File: config.mk
export PLATFORM = sky130hd
export DESIGN_NAME = three_level_priority_ready_queue_core
export DESIGN_NICKNAME = d
export VERILOG_FILES = /design/src/hdl/tlpq_pkg.sv /design/src/hdl/three_level_priority_ready_queue_core.sv /design/src/hdl/tlpq_entry_ram.sv
export SDC_FILE = /design/constraint.sdc
export NUM_CORES = 2
export LEC_CHECK = 0
export BUFFER_PORTS_ARGS = -buffer_cell sky130_fd_sc_hd__clkbuf_2
export CELL_PAD_IN_SITES_DETAIL_PLACEMENT = 1
export CELL_PAD_IN_SITES_GLOBAL_PLACEMENT = 1
export CORE_MARGIN = 4
export CORE_UTILIZATION = 35
export CTS_CLUSTER_DIAMETER = 40
export DETAILED_ROUTE_END_ITERATION = 8
export GPL_TIMING_DRIVEN = 0
export PLACE_DENSITY = 0.61
export SETUP_SLACK_MARGIN = 0.4
export SLEW_MARGIN = 30
export SYNTH_ARGS = -nofsm -noshare
export SYNTH_HDL_FRONTEND = slang
export SYNTH_SLANG_ARGS = --single-unit
File: constraint.sdc
create_clock -name clk -period 4.6 [get_ports clk]
set_clock_uncertainty 0.15 [all_clocks]
set_input_delay 0.23 -clock clk [delete_from_list [all_inputs] [get_ports clk]]
set_output_delay 0.23 -clock clk [all_outputs]
set_load 0.02 [all_outputs]
File: src/hdl/tlpq_pkg.sv
// ----------------------------------------------------------------------------
// tlpq_pkg
// Shared types and constants of the three-level priority ready queue.
// ----------------------------------------------------------------------------
package tlpq_pkg;

  localparam int unsigned TLPQ_DEPTH_DEFAULT = 16;
  localparam int unsigned TLPQ_LEVELS        = 3;

  // Priority codes carried by an enqueue
  localparam logic [1:0] PRIO_HIGH = 2'd3;
  localparam logic [1:0] PRIO_MID  = 2'd2;

  typedef enum logic {
    OP_ENQ = 1'b0,
    OP_DEQ = 1'b1
  } op_t;

  typedef enum logic [1:0] {
    ST_DONE  = 2'd0,
    ST_EMPTY = 2'd1,
    ST_FULL  = 2'd2
  } status_t;

  typedef enum logic [1:0] {
    LVL_HIGH = 2'd0,
    LVL_MID  = 2'd1,
    LVL_LOW  = 2'd2
  } level_t;

  typedef struct packed {
    logic [15:0] task_id;
    logic [31:0] stack_pointer;
  } entry_t;

  typedef struct packed {
    op_t         operation;
    logic [15:0] task_id;
    logic [31:0] stack_pointer;
    logic [1:0]  priority_req;
  } in_item_t;

  typedef struct packed {
    status_t     status;
    logic [15:0] out_task_id;
    logic [31:0] out_stack_pointer;
    level_t      out_level;
  } out_item_t;

endpackage

File: src/hdl/three_level_priority_ready_queue_core.sv
// ----------------------------------------------------------------------------
// three_level_priority_ready_queue_core
// Strict-priority ready queue with three FIFO levels for a task scheduler.
// ----------------------------------------------------------------------------
// Takes one transfer per cycle on the in_ channel while in_ready is high and
// returns exactly one result per transfer, in order. An enqueue (operation 0)
// appends {task_id, stack_pointer} to the high level for priority 3, mid for
// 2 and low for 0 or 1; if that level already holds QUEUE_DEPTH entries the
// task is dropped and status 2 comes back with the targeted level. A dequeue
// (operation 1) pops the oldest entry of the highest non-empty level and
// returns it with that level; with all levels empty it returns status 1,
// level 0 and zero payload. The path is set by the entry RAM: queue pointers
// and counts update at the accept edge and the RAM read is registered
// alongside stage 1, then the result register forms the outgoing transfer.
// A stage plus the result register let a new transfer be taken while an
// earlier result waits on out_ready. No clearing pass after reset; entry
// contents need no reset.
module three_level_priority_ready_queue_core
  import tlpq_pkg::*;
#(
  parameter int unsigned QUEUE_DEPTH = TLPQ_DEPTH_DEFAULT
) (
  input  logic      clk,
  input  logic      rst_n,
  input  logic      in_valid,
  output logic      in_ready,
  input  in_item_t  in_data,
  output logic      out_valid,
  input  logic      out_ready,
  output out_item_t out_data
);

  localparam int unsigned SLOT_W = $clog2(QUEUE_DEPTH);
  localparam int unsigned CNT_W  = $clog2(QUEUE_DEPTH + 1);
  localparam logic [SLOT_W-1:0] SLOT_LAST = SLOT_W'(QUEUE_DEPTH - 1);
  localparam logic [CNT_W-1:0]  CNT_FULL  = CNT_W'(QUEUE_DEPTH);

  // Per-level queue pointers and occupancy
  logic [SLOT_W-1:0] head_r [TLPQ_LEVELS];
  logic [SLOT_W-1:0] head_nxt [TLPQ_LEVELS];
  logic [SLOT_W-1:0] tail_r [TLPQ_LEVELS];
  logic [SLOT_W-1:0] tail_nxt [TLPQ_LEVELS];
  logic [CNT_W-1:0]  cnt_r [TLPQ_LEVELS];
  logic [CNT_W-1:0]  cnt_nxt [TLPQ_LEVELS];

  // Stage 1: decision made at accept, RAM read in flight
  logic    s1_vld_r;
  status_t s1_status_r;
  level_t  s1_level_r;
  logic    s1_hit_r;   // dequeue found an entry: take RAM data

  // Result register
  logic      out_vld_r;
  out_item_t out_data_r;

  logic    in_acc;
  logic    s1_adv;
  level_t  enq_level;
  level_t  deq_level;
  logic    deq_found;
  logic    enq_full;
  status_t acc_status;
  level_t  acc_level;
  logic    ram_we;
  logic    ram_re;
  entry_t  ram_wdata;
  entry_t  ram_rdata;

  // Handshake: stage 1 moves on when the result register is free or drains
  assign s1_adv   = s1_vld_r && (!out_vld_r || out_ready);
  assign in_ready = !s1_vld_r || s1_adv;
  assign in_acc   = in_valid && in_ready;

  // Level targeted by an enqueue
  always_comb begin
    priority if (in_data.priority_req == PRIO_HIGH) begin
      enq_level = LVL_HIGH;
    end else if (in_data.priority_req == PRIO_MID) begin
      enq_level = LVL_MID;
    end else begin
      enq_level = LVL_LOW;
    end
  end

  // Highest non-empty level for a dequeue
  always_comb begin
    deq_found = 1'b1;
    priority if (cnt_r[LVL_HIGH] != '0) begin
      deq_level = LVL_HIGH;
    end else if (cnt_r[LVL_MID] != '0) begin
      deq_level = LVL_MID;
    end else if (cnt_r[LVL_LOW] != '0) begin
      deq_level = LVL_LOW;
    end else begin
      deq_level = LVL_HIGH;
      deq_found = 1'b0;
    end
  end

  assign enq_full = (cnt_r[enq_level] == CNT_FULL);

  always_comb begin
    for (int i = 0; i < TLPQ_LEVELS; i++) begin
      head_nxt[i] = head_r[i];
      tail_nxt[i] = tail_r[i];
      cnt_nxt[i]  = cnt_r[i];
    end
    ram_we     = 1'b0;
    ram_re     = 1'b0;
    acc_status = ST_DONE;
    acc_level  = LVL_HIGH;
    if (in_acc) begin
      unique case (in_data.operation)
        OP_ENQ: begin
          acc_level = enq_level;
          if (enq_full) begin
            acc_status = ST_FULL;
          end else begin
            ram_we = 1'b1;
            tail_nxt[enq_level] = (tail_r[enq_level] == SLOT_LAST) ? '0 :
                                  tail_r[enq_level] + 1'b1;
            cnt_nxt[enq_level]  = cnt_r[enq_level] + 1'b1;
          end
        end
        OP_DEQ: begin
          acc_level = deq_level;
          if (!deq_found) begin
            acc_status = ST_EMPTY;
          end else begin
            ram_re = 1'b1;
            head_nxt[deq_level] = (head_r[deq_level] == SLOT_LAST) ? '0 :
                                  head_r[deq_level] + 1'b1;
            cnt_nxt[deq_level]  = cnt_r[deq_level] - 1'b1;
          end
        end
        default: begin
          acc_status = ST_DONE;
        end
      endcase
    end
  end

  assign ram_wdata.task_id       = in_data.task_id;
  assign ram_wdata.stack_pointer = in_data.stack_pointer;

  tlpq_entry_ram #(
    .QUEUE_DEPTH (QUEUE_DEPTH)
  ) u_entry_ram (
    .clk      (clk),
    .wr_en    (ram_we),
    .wr_level (enq_level),
    .wr_slot  (tail_r[enq_level]),
    .wr_data  (ram_wdata),
    .rd_en    (ram_re),
    .rd_level (deq_level),
    .rd_slot  (head_r[deq_level]),
    .rd_data  (ram_rdata)
  );

  always_ff @(posedge clk) begin
    if (!rst_n) begin
      for (int i = 0; i < TLPQ_LEVELS; i++) begin
        head_r[i] <= '0;
        tail_r[i] <= '0;
        cnt_r[i]  <= '0;
      end
    end else begin
      for (int i = 0; i < TLPQ_LEVELS; i++) begin
        head_r[i] <= head_nxt[i];
        tail_r[i] <= tail_nxt[i];
        cnt_r[i]  <= cnt_nxt[i];
      end
    end
  end

  // Stage 1 register
  always_ff @(posedge clk) begin
    if (!rst_n) begin
      s1_vld_r <= 1'b0;
    end else if (in_acc) begin
      s1_vld_r <= 1'b1;
    end else if (s1_adv) begin
      s1_vld_r <= 1'b0;
    end
  end

  always_ff @(posedge clk) begin
    if (in_acc) begin
      s1_status_r <= acc_status;
      s1_level_r  <= acc_level;
      s1_hit_r    <= ram_re;
    end
  end

  // Result register
  always_ff @(posedge clk) begin
    if (!rst_n) begin
      out_vld_r <= 1'b0;
    end else if (s1_adv) begin
      out_vld_r <= 1'b1;
    end else if (out_ready) begin
      out_vld_r <= 1'b0;
    end
  end

  always_ff @(posedge clk) begin
    if (s1_adv) begin
      out_data_r.status            <= s1_status_r;
      out_data_r.out_level         <= s1_level_r;
      out_data_r.out_task_id       <= s1_hit_r ? ram_rdata.task_id : '0;
      out_data_r.out_stack_pointer <= s1_hit_r ? ram_rdata.stack_pointer : '0;
    end
  end

  assign out_valid = out_vld_r;
  assign out_data  = out_data_r;

  // --------------------------------------------------------------------------
  // Assertions
  // --------------------------------------------------------------------------
  for (genvar g = 0; g < TLPQ_LEVELS; g++) begin : g_lvl_chk
    a_cnt_bound : assert property (@(posedge clk) disable iff (!rst_n)
      cnt_r[g] <= CNT_FULL)
      else $error("level occupancy above depth");

    a_ptr_match : assert property (@(posedge clk) disable iff (!rst_n)
      (cnt_r[g] == '0 || cnt_r[g] == CNT_FULL) |-> head_r[g] == tail_r[g])
      else $error("head and tail disagree with occupancy");
  end

  a_empty_level : assert property (@(posedge clk) disable iff (!rst_n)
    (s1_vld_r && s1_status_r == ST_EMPTY) |-> (s1_level_r == LVL_HIGH && !s1_hit_r))
    else $error("empty dequeue carries level or data");

  a_s1_hold : assert property (@(posedge clk) disable iff (!rst_n)
    (s1_vld_r && !s1_adv) |=> (s1_vld_r && $stable(s1_status_r) && $stable(s1_level_r)))
    else $error("stalled stage 1 lost its transfer");

endmodule

File: src/hdl/tlpq_entry_ram.sv
// ----------------------------------------------------------------------------
// tlpq_entry_ram
// Entry storage for all three levels: one write port, one registered read.
// ----------------------------------------------------------------------------
module tlpq_entry_ram
  import tlpq_pkg::*;
#(
  parameter int unsigned QUEUE_DEPTH = TLPQ_DEPTH_DEFAULT,
  localparam int unsigned SLOT_W     = $clog2(QUEUE_DEPTH)
) (
  input  logic              clk,
  input  logic              wr_en,
  input  level_t            wr_level,
  input  logic [SLOT_W-1:0] wr_slot,
  input  entry_t            wr_data,
  input  logic              rd_en,
  input  level_t            rd_level,
  input  logic [SLOT_W-1:0] rd_slot,
  output entry_t            rd_data
);

  entry_t mem [TLPQ_LEVELS][QUEUE_DEPTH];
  entry_t rd_data_r;

  always_ff @(posedge clk) begin
    if (wr_en) begin
      mem[wr_level][wr_slot] <= wr_data;
    end
  end

  always_ff @(posedge clk) begin
    if (rd_en) begin
      rd_data_r <= mem[rd_level][rd_slot];
    end
  end

  assign rd_data = rd_data_r;

endmodule
==> results by group <==
Global routing
  – Global-route wire length before repair: 452 mm
  – Number of global-route vias before repair: 63158
  – Gr ovfl total: 0
  – Largest net degree at the start of global routing: 49
  – Antenna violations before repair: 24
  – GRT Resource Usage Total: around 22%

Detailed routing
  – Initial DRC Count: 6632
  – Post-DRT Antenna Nets: 0
  – Post-Route WL: between 300 and 400 mm
  – DR vias: 59559
  – Vias/cell: about 5.7
  – TritonRoute pass-1 iters: 6
  – # DRC: 0
  – DR WL/cell: just over 30 um

Setup path
  – WS Path Type: flip-flop to flip-flop
  – Crit Path Max Fanout: 11
  – Worst R2R Start: cnt_r[0][2]
  – Startpoint class of the critical path: flip-flop
  – Crit path launch: cnt_r[0][2]
  – Crit. End Element: flip-flop
  – Critical Path AT: 4.81 ns
  – CP required: 5.11 ns
  – R2R Setup Slk: just under 0.3 ns

Clocking
  – H-tree levels: 5
  – CTS tree: done
  – Worst-case clock buffer depth: 4
  – Clock Root Buffer: clkbuf_16
  – Clk Latency, worst-skew pair: 0.97 ns
  – Total CTS buffers: 373
  – Clock transition at path regs: 0.06 ns
  – CTS Sinks: 2450

Timing
  – Slew headroom: 29.2%
  – FMAX: 232 MHz
  – Tmin final: 4.31 ns
  – Least-Margin Pin Slew: about 1.1 ns
  – Final hold vios: 0
  – Final Cycle Share: between 90% and 100%
  – RSZ-0062 raised after global routing: yes
  – Slew Viols, Final: 0
  – Setup violators final: 0
  – Final WS setup: approximately 0.3 ns

Synth
  – Yosys warns: 0
  – EDFF count, synth: 2409
  – Top-count cell post-synth: edfxtp_1
  – Yosys top cell by area: edfxtp_1
  – FF+latch count, synth: 2450
  – Dominant cells by area after synthesis: edfxtp_1 76%, o22ai_1 3.2%, o211ai_1 2.7%, nand2_1 2.6%, mux2i_1 2.3%
  – Register area share after synthesis: just under 80%
  – Synth cell count leaders: 2409 x edfxtp_1, 663 x nand2_1, 484 x o22ai_1
  – Mapped Area: 94600 um^2
  – Number of library cell types mapped by synthesis: 62
  – Post-synth top area share: 76.4%
  – Post-synth top flop: edfxtp_1
  – Cells after Synth: ~5900
  – Asr flop ratio synth: 0%
  – Syn Nets: 5947
  – Syn Area/Cell: around 16 um^2

Power
  – Tot Pwr: between 80 and 90 mW
  – P_leak: 38.3 nW
  – VDD IR max: between 0.0003 and 0.0004 V
  – Pwr Density: 709 nW/um^2

Floorplanning
  – Initial core utilization: 35.2%
  – FP Rows: 190
  – Die footprint: around 280000 um^2
  – Top-Level Pins: 109
  – Die H: 528 um
  – Die X: 528 um
  – Core area: between 200000 and 300000 um^2

Layout
  – Post-Layout Cell Count: 10472
  – Footprint of the multi-input gates: 20600 um^2
  – Synth-to-Final Area Change: 25.1%
  – Layout cells sized above 1: 19.6%
  – Nets: 6685
  – Sequential cell area: 73200 um^2
  – FILL cells: 26114

Flow run
  – Max_cap viols: 0

Outcome
  – Status: completed

Place
  – Gpl congestion: 0.839
  – Buffers on Ports: 106
  – DP Cell Count: 9702
  – Setup WS pre-CTS: -1.35 ns
  – Detailed placement HPWL: approximately 220 mm

Min path
  – Worst min-delay path category: primary input to flip-flop
  – Hold Crit Start: in_data[1]
-- worst max-delay path, stage by stage, from the launching register on --
cell	delay, ns
dfxtp_1	0.37
nor4_4	0.41
and2_1	0.20
clkbuf_2	0.35
clkbuf_2	0.55
clkbuf_1	0.68
nand2_1	0.25
o211ai_1	0.21
nand3_1	0.20
nand4_1	0.37
o211ai_1	0.24
-- layer usage --
layer	routed length, um	GRT usage, %
met3	23200	4.25
met4	10900	7.36
met5	0	0
met2	156000	37.7
met1	128000	28.8
-- what timing repair did --
action,4_1_cts,5_1_grt
hold buffers,27,29
setup buffers,20,20
endpoints found under the setup margin,397,806
endpoints found under the hold margin,980,1392
pin swaps,26,21
gates resized for setup,289,72
cloned,0,0
-- registers in the layout, summed over array words and instances (netlist names) --
name,count
u_entry_ram.mem,2304
out_data,52
u_entry_ram.rd_data,48
cnt_r,15
head_r,12
tail_r,12
s1_level_r,2
s1_status_r,2
out_valid,1
s1_hit_r,1
s1_vld_r,1
-- path summary, 6_finish.rpt --
| check | depth (start not counted) | to |
|---|---|---|
| min reg2reg | 0 | out_data[51] |
| max reg2reg | 10 | u_entry_ram.rd_data[1] |
| max | 10 | u_entry_ram.rd_data[1] |
| min | 6 | tail_r[0][2] |
-- cell type report --
cell class              instances  share of cell area [%]
multi-input cells            2950                    17.4
inverters                      14                  0.0687
diodes                         11                  0.0233
flip-flops and latches       2450                    61.8
plain buffers                 469                    2.08
well taps                    3552                    3.75
clock inverters               251                    2.20
repair buffers                364                    4.64
clock buffers                 411                    8.04
-- power breakdown --
group	switching, mW	internal [mW]
Combinational	21.8	9.15
Clock	10.4	17.2
Sequential	0.132	25.2
-- stage by stage --
| stage | utilization [%] | area [um^2] | TNS [ns] | hold slack (ns) |
|---|---|---|---|---|
| 2_1_floorplan | - | 94600 | -585.68 | 0.179 |
| 3_3_place_gp | 37.1 | 99600 | -7732.24 | 0.255 |
| 3_5_place_dp | 38.7 | 104000 | -170.28 | 0.256 |
| 4_1_cts | 43.8 | 118000 | 0 | 0.0277 |
| 5_1_grt | 44.1 | 118000 | 0 | 0.0950 |
| 6_report | 44.1 | 118000 | 0 | 0.101 |
-- cells by family after synthesis --
kind of cell | Yosys count | share of synthesized area [%]
compound gates | 1673 | 13.3
buf+inv | 484 | 2.11
xor+xnor | 11 | 0.102
simple gates | 1025 | 4.61
flops | 2450 | 77.3
mux | 233 | 2.48
fa+ha+maj | 8 | 0.106
-- layout by cell type, fill, tap and decap left out, types with 47 or more instances in the layout --
cell type / instances
a2bb2oi_1: 156
a21oi_1: 143
o211ai_1: 344
and2_1: 54
clkinv_2: 60
buf_16: 123
nand2_1: 663
nor2_4: 50
clkbuf_1: 261
buf_2: 47
mux2i_1: 188
nand3_1: 182
o21ai_0: 76
clkbuf_2: 171
clkbuf_16: 375
dlygate4sd3_1: 56
edfxtp_1: 2409
buf_4: 93
o22ai_1: 482
a221oi_1: 131
(Power assumes the default switching activity.)
